**src/sv/dnsa_pkg.sv**
```systemverilog
`default_nettype none
package dnsa_pkg;

	localparam int MAX_MESSAGE_BYTES = 512;
	localparam int POS_W = $clog2(MAX_MESSAGE_BYTES + 1);

	localparam logic [POS_W-1:0] MAX_POS = POS_W'(MAX_MESSAGE_BYTES);
	localparam logic [POS_W-1:0] HEADER_BYTES = POS_W'(12);
	localparam logic [POS_W-1:0] POS_COUNT_HI = POS_W'(6);
	localparam logic [POS_W-1:0] POS_COUNT_LO = POS_W'(7);
	localparam logic [POS_W-1:0] POS_HEADER_END = POS_W'(11);

	localparam logic [7:0] PTR_MASK = 8'hC0;
	localparam logic [3:0] FIXED_BYTES = 4'd10;
	localparam logic [3:0] TYPE_BYTES = 4'd2;
	localparam logic [3:0] LENGTH_START = 4'd8;
	localparam logic [3:0] ADDR_BYTES = 4'd4;
	localparam logic [15:0] QTAIL_BYTES = 16'd4;
	localparam logic [15:0] QPTR_TAIL_BYTES = 16'd5;
	localparam logic [15:0] TYPE_A = 16'd1;
	localparam logic [15:0] ADDR_LENGTH = 16'd4;

	localparam logic [3:0] PH_HEADER = 4'd0;
	localparam logic [3:0] PH_QNAME = 4'd1;
	localparam logic [3:0] PH_QLABEL = 4'd2;
	localparam logic [3:0] PH_QTAIL = 4'd3;
	localparam logic [3:0] PH_ANAME = 4'd4;
	localparam logic [3:0] PH_ALABEL = 4'd5;
	localparam logic [3:0] PH_APTR = 4'd6;
	localparam logic [3:0] PH_AFIX = 4'd7;
	localparam logic [3:0] PH_ASKIP = 4'd8;
	localparam logic [3:0] PH_ADATA = 4'd9;
	localparam logic [3:0] PH_FOUND = 4'd10;
	localparam logic [3:0] PH_NOMORE = 4'd11;
	localparam logic [3:0] PH_NOANS = 4'd12;

	typedef enum logic [1:0] {
		ST_FOUND = 2'd0,
		ST_SHORT = 2'd1,
		ST_NO_ANSWERS = 2'd2,
		ST_NO_A_RECORD = 2'd3
	} status_t;

endpackage
`default_nettype wire

```
**src/sv/dns_answer_a_record_extractor_core.sv**
```systemverilog
// Channel  Handshake                  Payload
// input    byte_valid / byte_stall    data_byte, last_byte
// output   result_valid / result_stall status, ipv4_address
//
// One word is taken per cycle unless byte_stall is high; the parse state is updated in
// the cycle the word is taken. A message's result is registered when its last word is
// taken. A result register and one skid register sit on the output,
// so input stalls only when both hold a result.
// Reset clears the parse state and empties both result registers.
`default_nettype none
module dns_answer_a_record_extractor_core (
	input wire logic clk,
	input wire logic arst_n,
	input wire logic byte_valid,
	output logic byte_stall,
	input wire logic [7:0] data_byte,
	input wire logic last_byte,
	output logic result_valid,
	input wire logic result_stall,
	output logic [1:0] status,
	output logic [31:0] ipv4_address
);

	logic [dnsa_pkg::POS_W-1:0] pos_q, pos_d;
	logic [3:0] phase_q, phase_d;
	logic [15:0] ans_q, ans_d;
	logic [15:0] skip_q, skip_d;
	logic [15:0] rtype_q, rtype_d;
	logic [15:0] rlen_q, rlen_d;
	logic [3:0] idx_q, idx_d;
	logic [31:0] addr_q, addr_d;
	logic done_q, done_d;

	logic take_in, push, take_out;
	dnsa_pkg::status_t new_status;
	logic [31:0] new_addr;

	logic result_valid_q, skid_valid_q;
	dnsa_pkg::status_t status_q, skid_status_q;
	logic [31:0] addr_out_q, skid_addr_q;

	assign byte_stall = skid_valid_q;
	assign take_in = byte_valid & ~byte_stall;
	assign push = take_in & last_byte;
	assign take_out = result_valid_q & ~result_stall;

	always_comb begin
		pos_d = pos_q;
		phase_d = phase_q;
		ans_d = ans_q;
		skip_d = skip_q;
		rtype_d = rtype_q;
		rlen_d = rlen_q;
		idx_d = idx_q;
		addr_d = addr_q;
		done_d = done_q;
		if (pos_q < dnsa_pkg::MAX_POS) begin
			pos_d = pos_q + 1'b1;
			if (!done_q) begin
				case (phase_q)
					dnsa_pkg::PH_HEADER: begin
						if (pos_q == dnsa_pkg::POS_COUNT_HI)
							ans_d = {data_byte, 8'h00};
						if (pos_q == dnsa_pkg::POS_COUNT_LO)
							ans_d = {ans_q[15:8], data_byte};
						if (pos_q == dnsa_pkg::POS_HEADER_END) begin
							if (ans_q == 16'd0) begin
								phase_d = dnsa_pkg::PH_NOANS;
								done_d = 1'b1;
							end else begin
								phase_d = dnsa_pkg::PH_QNAME;
							end
						end
					end
					dnsa_pkg::PH_QNAME: begin
						if (data_byte == 8'd0) begin
							skip_d = dnsa_pkg::QTAIL_BYTES;
							phase_d = dnsa_pkg::PH_QTAIL;
						end else if ((data_byte & dnsa_pkg::PTR_MASK) == dnsa_pkg::PTR_MASK) begin
							skip_d = dnsa_pkg::QPTR_TAIL_BYTES;
							phase_d = dnsa_pkg::PH_QTAIL;
						end else begin
							skip_d = {8'd0, data_byte};
							phase_d = dnsa_pkg::PH_QLABEL;
						end
					end
					dnsa_pkg::PH_QLABEL, dnsa_pkg::PH_QTAIL, dnsa_pkg::PH_ALABEL,
					dnsa_pkg::PH_ASKIP: begin
						if (skip_q <= 16'd1) begin
							skip_d = 16'd0;
							if (phase_q == dnsa_pkg::PH_QLABEL) begin
								phase_d = dnsa_pkg::PH_QNAME;
							end else if (phase_q == dnsa_pkg::PH_ASKIP) begin
								ans_d = ans_q - 1'b1;
								if (ans_d == 16'd0) begin
									phase_d = dnsa_pkg::PH_NOMORE;
									done_d = 1'b1;
								end else begin
									phase_d = dnsa_pkg::PH_ANAME;
								end
							end else begin
								phase_d = dnsa_pkg::PH_ANAME;
							end
						end else begin
							skip_d = skip_q - 1'b1;
						end
					end
					dnsa_pkg::PH_ANAME: begin
						if (data_byte == 8'd0) begin
							idx_d = 4'd0;
							phase_d = dnsa_pkg::PH_AFIX;
						end else if ((data_byte & dnsa_pkg::PTR_MASK) == dnsa_pkg::PTR_MASK) begin
							phase_d = dnsa_pkg::PH_APTR;
						end else begin
							skip_d = {8'd0, data_byte};
							phase_d = dnsa_pkg::PH_ALABEL;
						end
					end
					dnsa_pkg::PH_APTR: begin
						idx_d = 4'd0;
						phase_d = dnsa_pkg::PH_AFIX;
					end
					dnsa_pkg::PH_AFIX: begin
						if (idx_q < dnsa_pkg::TYPE_BYTES)
							rtype_d = {rtype_q[7:0], data_byte};
						if (idx_q >= dnsa_pkg::LENGTH_START)
							rlen_d = {rlen_q[7:0], data_byte};
						idx_d = idx_q + 1'b1;
						if (idx_d >= dnsa_pkg::FIXED_BYTES) begin
							idx_d = 4'd0;
							if (rtype_d == dnsa_pkg::TYPE_A && rlen_d == dnsa_pkg::ADDR_LENGTH) begin
								addr_d = 32'd0;
								phase_d = dnsa_pkg::PH_ADATA;
							end else if (rlen_d == 16'd0) begin
								ans_d = ans_q - 1'b1;
								if (ans_d == 16'd0) begin
									phase_d = dnsa_pkg::PH_NOMORE;
									done_d = 1'b1;
								end else begin
									phase_d = dnsa_pkg::PH_ANAME;
								end
							end else begin
								skip_d = rlen_d;
								phase_d = dnsa_pkg::PH_ASKIP;
							end
						end
					end
					dnsa_pkg::PH_ADATA: begin
						addr_d = {addr_q[23:0], data_byte};
						idx_d = idx_q + 1'b1;
						if (idx_d >= dnsa_pkg::ADDR_BYTES) begin
							phase_d = dnsa_pkg::PH_FOUND;
							done_d = 1'b1;
						end
					end
					default: begin
						done_d = 1'b1;
					end
				endcase
			end
		end
	end

	always_comb begin
		new_addr = 32'd0;
		if (pos_d < dnsa_pkg::HEADER_BYTES) begin
			new_status = dnsa_pkg::ST_SHORT;
		end else if (phase_d == dnsa_pkg::PH_NOANS) begin
			new_status = dnsa_pkg::ST_NO_ANSWERS;
		end else if (phase_d == dnsa_pkg::PH_FOUND) begin
			new_status = dnsa_pkg::ST_FOUND;
			new_addr = addr_d;
		end else begin
			new_status = dnsa_pkg::ST_NO_A_RECORD;
		end
	end

	always_ff @(posedge clk or negedge arst_n) begin
		if (!arst_n) begin
			pos_q <= '0;
			phase_q <= dnsa_pkg::PH_HEADER;
			ans_q <= 16'd0;
			skip_q <= 16'd0;
			rtype_q <= 16'd0;
			rlen_q <= 16'd0;
			idx_q <= 4'd0;
			addr_q <= 32'd0;
			done_q <= 1'b0;
		end else if (take_in) begin
			if (last_byte) begin
				pos_q <= '0;
				phase_q <= dnsa_pkg::PH_HEADER;
				ans_q <= 16'd0;
				skip_q <= 16'd0;
				rtype_q <= 16'd0;
				rlen_q <= 16'd0;
				idx_q <= 4'd0;
				addr_q <= 32'd0;
				done_q <= 1'b0;
			end else begin
				pos_q <= pos_d;
				phase_q <= phase_d;
				ans_q <= ans_d;
				skip_q <= skip_d;
				rtype_q <= rtype_d;
				rlen_q <= rlen_d;
				idx_q <= idx_d;
				addr_q <= addr_d;
				done_q <= done_d;
			end
		end
	end

	always_ff @(posedge clk or negedge arst_n) begin
		if (!arst_n) begin
			result_valid_q <= 1'b0;
			skid_valid_q <= 1'b0;
		end else begin
			if (take_out) begin
				result_valid_q <= skid_valid_q;
				skid_valid_q <= 1'b0;
			end
			if (push) begin
				if (!result_valid_q || (take_out && !skid_valid_q))
					result_valid_q <= 1'b1;
				else
					skid_valid_q <= 1'b1;
			end
		end
	end

	always_ff @(posedge clk) begin
		if (take_out && skid_valid_q) begin
			status_q <= skid_status_q;
			addr_out_q <= skid_addr_q;
		end
		if (push) begin
			if (!result_valid_q || (take_out && !skid_valid_q)) begin
				status_q <= new_status;
				addr_out_q <= new_addr;
			end else begin
				skid_status_q <= new_status;
				skid_addr_q <= new_addr;
			end
		end
	end

	assign result_valid = result_valid_q;
	assign status = status_q;
	assign ipv4_address = addr_out_q;

endmodule
`default_nettype wire
```
**config.mk**
```make
export PLATFORM = sky130hd
export DESIGN_NAME = dns_answer_a_record_extractor_core
export DESIGN_NICKNAME = d
export VERILOG_FILES = /design/src/sv/dnsa_pkg.sv /design/src/sv/dns_answer_a_record_extractor_core.sv
export SDC_FILE = /design/constraint.sdc
export NUM_CORES = 1
export LEC_CHECK = 0
export ABC_AREA = 1
export BUFFER_PORTS_ARGS = -buffer_cell sky130_fd_sc_hd__buf_4
export CORE_MARGIN = 4
export CORE_UTILIZATION = 69
export CTS_BUF_LIST = sky130_fd_sc_hd__clkbuf_8
export DETAILED_ROUTE_END_ITERATION = 12
export GPL_ROUTABILITY_DRIVEN = 0
export PLACE_DENSITY_LB_ADDON = 0.15
export REMOVE_ABC_BUFFERS = 1
export SLEW_MARGIN = 20
export SYNTH_ARGS = -nofsm -noshare
export SYNTH_HDL_FRONTEND = slang
export SYNTH_SLANG_ARGS = --single-unit
```
**constraint.sdc**
```tcl
create_clock -name clk -period 7.11 [get_ports clk]
set_input_delay 1.422 -clock clk [delete_from_list [all_inputs] [get_ports clk]]
set_output_delay 1.422 -clock clk [all_outputs]
set_load 0.03 [all_outputs]
```
-- After elaboration in Yosys (flattened, before gate mapping)
Cells that the tools add are included.
- register bits: 185
- input bits: 13
- add/subtract/negate cells: 4
- magnitude comparators: 7
- eq/ne operators: 31
- muxes and demuxes: 104
- bitwise gates (word level): 6
- reduce and logical (&&, ||, !) cells: 25
- operators by type and width (kind ; number):
    16-bit two-way mux ; 36
    32-bit two-way mux ; 11
    4-bit two-way mux ; 18
    16-bit case mux with 4 select lines ; 1
    32-bit case mux with 2 select lines ; 1
    16-bit logical NOT ; 3
    16-bit case mux with 3 select lines ; 1
    3-bit != test (second input constant) ; 12
    16-bit by 1-bit subtractor with 16-bit output (second input constant) ; 2
    4-bit case mux with 7 select lines ; 1
    1-bit two-way mux ; 21
    10-bit by 3-bit == test with 1-bit output (second input constant) ; 2
    10-bit two-way mux ; 2
    16-bit by 1-bit == test with 1-bit output (second input constant) ; 1
    16-bit by 3-bit == test with 1-bit output (second input constant) ; 1
    4-bit by 3-bit == test with 1-bit output (second input constant) ; 4
    4-bit == test (second input constant) ; 4
    16-bit by 1-bit less-or-equal comparator with 1-bit output (second input constant) ; 1
    2-bit two-way mux ; 8
    8-bit two-way mux ; 2
    4-bit case mux with 4 select lines ; 1
    12-bit AND reduction ; 1
    11-bit AND reduction ; 1
    10-bit by 1-bit adder with 10-bit output (second input constant) ; 1
    29 further kinds ; 41

-- Logic depth before layout (Yosys ltp)
- depth after elaboration: 18
- gate-level depth with buffers: 22

-- Worst setup path after synthesis
Ideal clock, no wire load.
- path type: input to register
- start: input port byte_valid
- end: register skid_addr_q[0], enable pin
- setup time: 0.425 ns
- arrival: 3.378 ns
- data required time: 6.685 ns
- setup slack: 3.307 ns
- cell stages on the path: 4
- buffers on the path: 0
- cell sequence: nand2_1 -> nor2_1 -> inv_1 -> nor2_1
- word-level cells in the longest chain between the ends: 3
- ends and longest elaborated chain (what ; line ; text):
    from (decl) ; dns_answer_a_record_extractor_core.sv:14 ; input wire logic byte_valid,
    1-bit bitwise AND ; dns_answer_a_record_extractor_core.sv:43 ; assign take_in = byte_valid & ~byte_stall;
    1-bit bitwise AND ; dns_answer_a_record_extractor_core.sv:44 ; assign push = take_in & last_byte;
    2-bit AND reduction (no line) ; n/a ;
    to (signal assigned) ; dns_answer_a_record_extractor_core.sv:243 ; skid_addr_q <= new_addr;
    to (decl) ; dns_answer_a_record_extractor_core.sv:40 ; logic [31:0] addr_out_q, skid_addr_q;
Every way passes these cells.
A chain may end at the register's enable or synchronous reset.

-- Worst setup path after layout
- start: input port last_byte
- end: register skip_q[6]
- word-level cells in the longest chain between the ends: 2
- elaborated cells on any way between the ends: 10
- those cells by class: eq/ne: 6; mux: 1; reduce/logical: 3
- ends and longest elaborated chain (what ; line ; text):
    from (decl) ; dns_answer_a_record_extractor_core.sv:17 ; input wire logic last_byte,
    3-bit != test (no line), or another cell as far along ; n/a ;
    9-bit AND reduction (no line) ; n/a ;
    to (signal assigned) ; dns_answer_a_record_extractor_core.sv:204 ; skip_q <= skip_d;
    to (decl) ; dns_answer_a_record_extractor_core.sv:27 ; logic [15:0] skip_q, skip_d;
Parallel ways exist; a longest one is shown, timed or not.

==> key figures <==
Yosys
  • Sequential area share after synthesis: 0.445
  • Mapped Cells: 1314
  • FFs w/ async S/R, synth: 0.632
  • Top cell type by total area after synthesis: dfrtp_1
  • Synth top area share: 0.281
  • Mapped Area: 10400 um^2
  • Area contributors post-synth: dfrtp_1 (28%), nand2_1 (10%), edfxtp_1 (9.8%)
  • Yosys reg bits: 185
  • Library cells used by synthesis: 50
  • Synth Flop Type: dfrtp_1
  • Post-synth EDFFs: 34
  • Avg Cell Area, Syn: ~8 um^2
  • Number of warnings issued by yosys: 0

Global route
  • Global route overflow: 0
  • GR Util met1: 0.462
  • Layer with the highest usage: met2
  • Met2 usage: 0.490
  • Vias in the first global route: 8700
  • Grt met3 use: 0.0602
  • Initial antenna violation count: 0
  • Global-route wire length before repair: 43100 um
  • Largest net degree at the start of global routing: 64
  • GRT Overall Usage: 0.317

Timing
  • Final setup viols: 0
  • Setup TNS: 0 ns
  • Max Slew Vio Count: 0
  • Fin crit share: 0.610
  • Worst rel slew slack: 0.302
  • Fin. Hold Viols: 0
  • RSZ-0062 raised after global routing: no
  • Max frequency: 0.230 GHz
  • Slew @ Worst Pin: about 1.0 ns
  • Clk_skew: 0.0183 ns
  • Tmin final: 4.34 ns

Setup path
  • Critical R2R Capture: ipv4_address[11]$_DFF_P_
  • Worst Setup Start Kind: input pin
  • Most common cell on crit path: nor2_2
  • R2R Setup Slk: 3.00 ns
  • CP Capture Type: flop
  • Worst Path Arrival: around 4.7 ns
  • CP required: 7.49 ns
  • Critical path cell sequence: buf_4 -> clkinv_1 -> nor2_1 -> nor2_2 -> a31oi_1 -> o211ai_1 -> nor2_2 -> inv_2 -> nor2_4 -> nand2_1 -> o221ai_1
  • Crit path max-delay cell type: clkinv_1
  • Max incr delay on CP: 0.61 ns
  • FF-to-FF path depth: 17
  • Critical R2R Launch: idx_q[3]$_DFFE_PN0P_
  • CP max FO: 27
  • Crit path kind: input pin to flop

Floorplanning
  • CORE AREA: 14600 um^2
  • DIE HEIGHT: 131 um
  • Starting Density: 0.710
  • Die area: 17100 um^2
  • Number of cell rows: 44
  • IO Pins: 49
  • Chip width: between 100 and 150 um

CTS
  • CTS Sinks: roughly 190
  • CTS buffer count: 17
  • CTS Root Cell: clkbuf_8
  • H-tree depth: 4
  • Post-CTS Setup Repair Bufs: 0
  • CTS tree: done
  • Clock buffer depth: 2
  • PostCTS Resize Cnt: 0
  • Hold Buf Count CTS: 0
  • Clk_lat worst skew: 0.48 ns
  • CTS clk-pin slew, worst paths: 0.10 ns

Power
  • Pint: 1940 uW
  • Reg power frac: 0.421
  • Total power: 3160 uW
  • Net switching power: 1220 uW
  • Peak supply drop: 240 uV
  • Clk pwr share: 0.233
  • Switching share of power: 0.385
  • Combinational Power Share: 0.346
  • P_leak: between 0.005 and 0.006 uW
  • Pwr dens: ~280 nW/um^2

Drt
  • DRT Pass-1 Iters: 9
  • DR vias/cell: 6.14
  • WL/cell: 17.1 um
  • WL final: 26100 um
  • 1st-iter DRT viols: 1071
  • Residual DRC: 0
  • Final ANT Viol Nets: 0
  • DR vias: 9360

Min path
  • Hold Path Sink: addr_q[24]$_DFFE_PN0P_
  • Min-Delay Startpoint: addr_q[24]$_DFFE_PN0P_
  • Hold Path Depth: 2
  • Hold Path Class: flop to flop

Finish
  • Layout cells sized above 1: 0.136
  • Final core utilization: 0.764
  • Area delta synth->final: 7.53%
  • Fin area: 11200 um^2
  • Antenna cells: 0
  • Final nets: 1348
  • Fill cell count: 1118

Run status
  • Status: finished clean

Placement
  • Placed Area: 10800 um^2
  • PortBufs: 48
  • DP HPWL: 17100 um

Flow run
  • Max cap viols: 0
cell families (layout without fill, tap and decap cells):
family	count (synthesis)	in the layout	share of synthesized area
buf+inv	187	213	0.0755
mux	1	1	0.000962
simple gates	606	606	0.274
compound gates	306	306	0.177
fa+ha+maj	8	8	0.00962
flops	185	185	0.445
xor+xnor	21	21	0.0177
power groups by stage:
stage,clock network [uW],logic (uW),registers (uW)
floorplan,0,547,1520
global placement,0,1060,1350
detailed placement,0,1080,1350
CTS,740,1090,1330
global route,783,1200,1350
finish,735,1090,1330
cells in the final DEF, fill, tap and decap left out, types with 3 or more instances in the layout:
cell type and count:
nor3_2 23, o21ai_1 14, a31oi_1 3, nor2_2 7, clkinv_4 3, clkbuf_8 18
o211ai_1 22, dfrtp_1 117, nand3_2 16, o22ai_1 33, nand2_1 276, a22oi_1 32
clkinv_1 3, nor3_1 12, nor2_4 7, inv_2 7, nor2_1 126, o21ai_0 119
a21oi_1 50, o2111ai_1 13, inv_6 4, inv_1 112, xor2_1 16, buf_4 60
nand4_1 10, o221ai_1 5, xnor2_1 5, or2_2 20, nand3_1 98, ha_1 8
edfxtp_1 34, dfxtp_1 34, nand2_2 4
worst max path at each step:
stage | slack, ns | endpoint | from
floorplan | 1.60 | ipv4_address[6]$_DFF_P_ | byte_valid
global placement | 2.09 | ipv4_address[6]$_DFF_P_ | last_byte
detailed placement | 2.01 | ipv4_address[6]$_DFF_P_ | last_byte
CTS | 2.52 | ipv4_address[6]$_DFF_P_ | last_byte
global route | 2.56 | skip_q[6]$_DFFE_PN0P_ | last_byte
finish | 2.77 | skip_q[6]$_DFFE_PN0P_ | last_byte
routing by layer:
metal / routed length [um] / up-vias
li1: - / 4500
met1: 11400 / 4383
met4: 661 / 0
met3: 2210 / 59
met5: 0 / -
met2: 11800 / 418
layout make-up:
cell class | instances | area, um^2 | share of cell area
Sequential cell | 185 | 4630 | 0.414
Clock buffer | 18 | 248 | 0.0221
Tap cell | 184 | 230 | 0.0206
Multi-Input combinational cell | 942 | 5010 | 0.448
Inverter | 121 | 454 | 0.0406
Timing Repair Buffer | 60 | 450 | 0.0403
Clock inverter | 14 | 165 | 0.0148
synthesized netlist by cell type, drive strengths merged, types with 3 or more instances:
master,n
nand2,281
nor2,140
o21ai,133
dfrtp,117
inv,117
nand3,114
a21oi,52
clkbuf,39
nor3,37
dfxtp,34
edfxtp,34
o22ai,33
a22oi,32
buf,27
o211ai,22
or2,20
xor2,16
o2111ai,13
nand4,10
ha,8
o221ai,5
xnor2,5
clkinv,4
a31oi,3
nor4,3
registers in the layout, indices dropped and copies added, names as in the netlist, 2 cells and up:
signal and count:
skid_addr_q 32, phase_q 4, skid_status_q 2, status 2, pos_q 10, rtype_q 16, idx_q 4, rlen_q 16
ipv4_address 32, skip_q 16, addr_q 32, ans_q 16
stage by stage:
step / setup slack (ns) / cells / hold WS (ns)
floorplan: 1.60 / 1248 / 0.451
global placement: 2.09 / 1492 / 0.467
detailed placement: 2.01 / 1492 / 0.473
CTS: 2.52 / 1524 / 0.500
global route: 2.56 / 1524 / 0.527
finish: 2.77 / 1524 / 0.495
worst max-delay path: cells and delay by family:
family,cells,cell delay (ns)
AO/OA/AOI/OAI,3,0.59
buffers and inverters,3,1.02
AND/OR/NAND/NOR,5,1.67
Note: power is estimated with default switching activity, not from simulation.
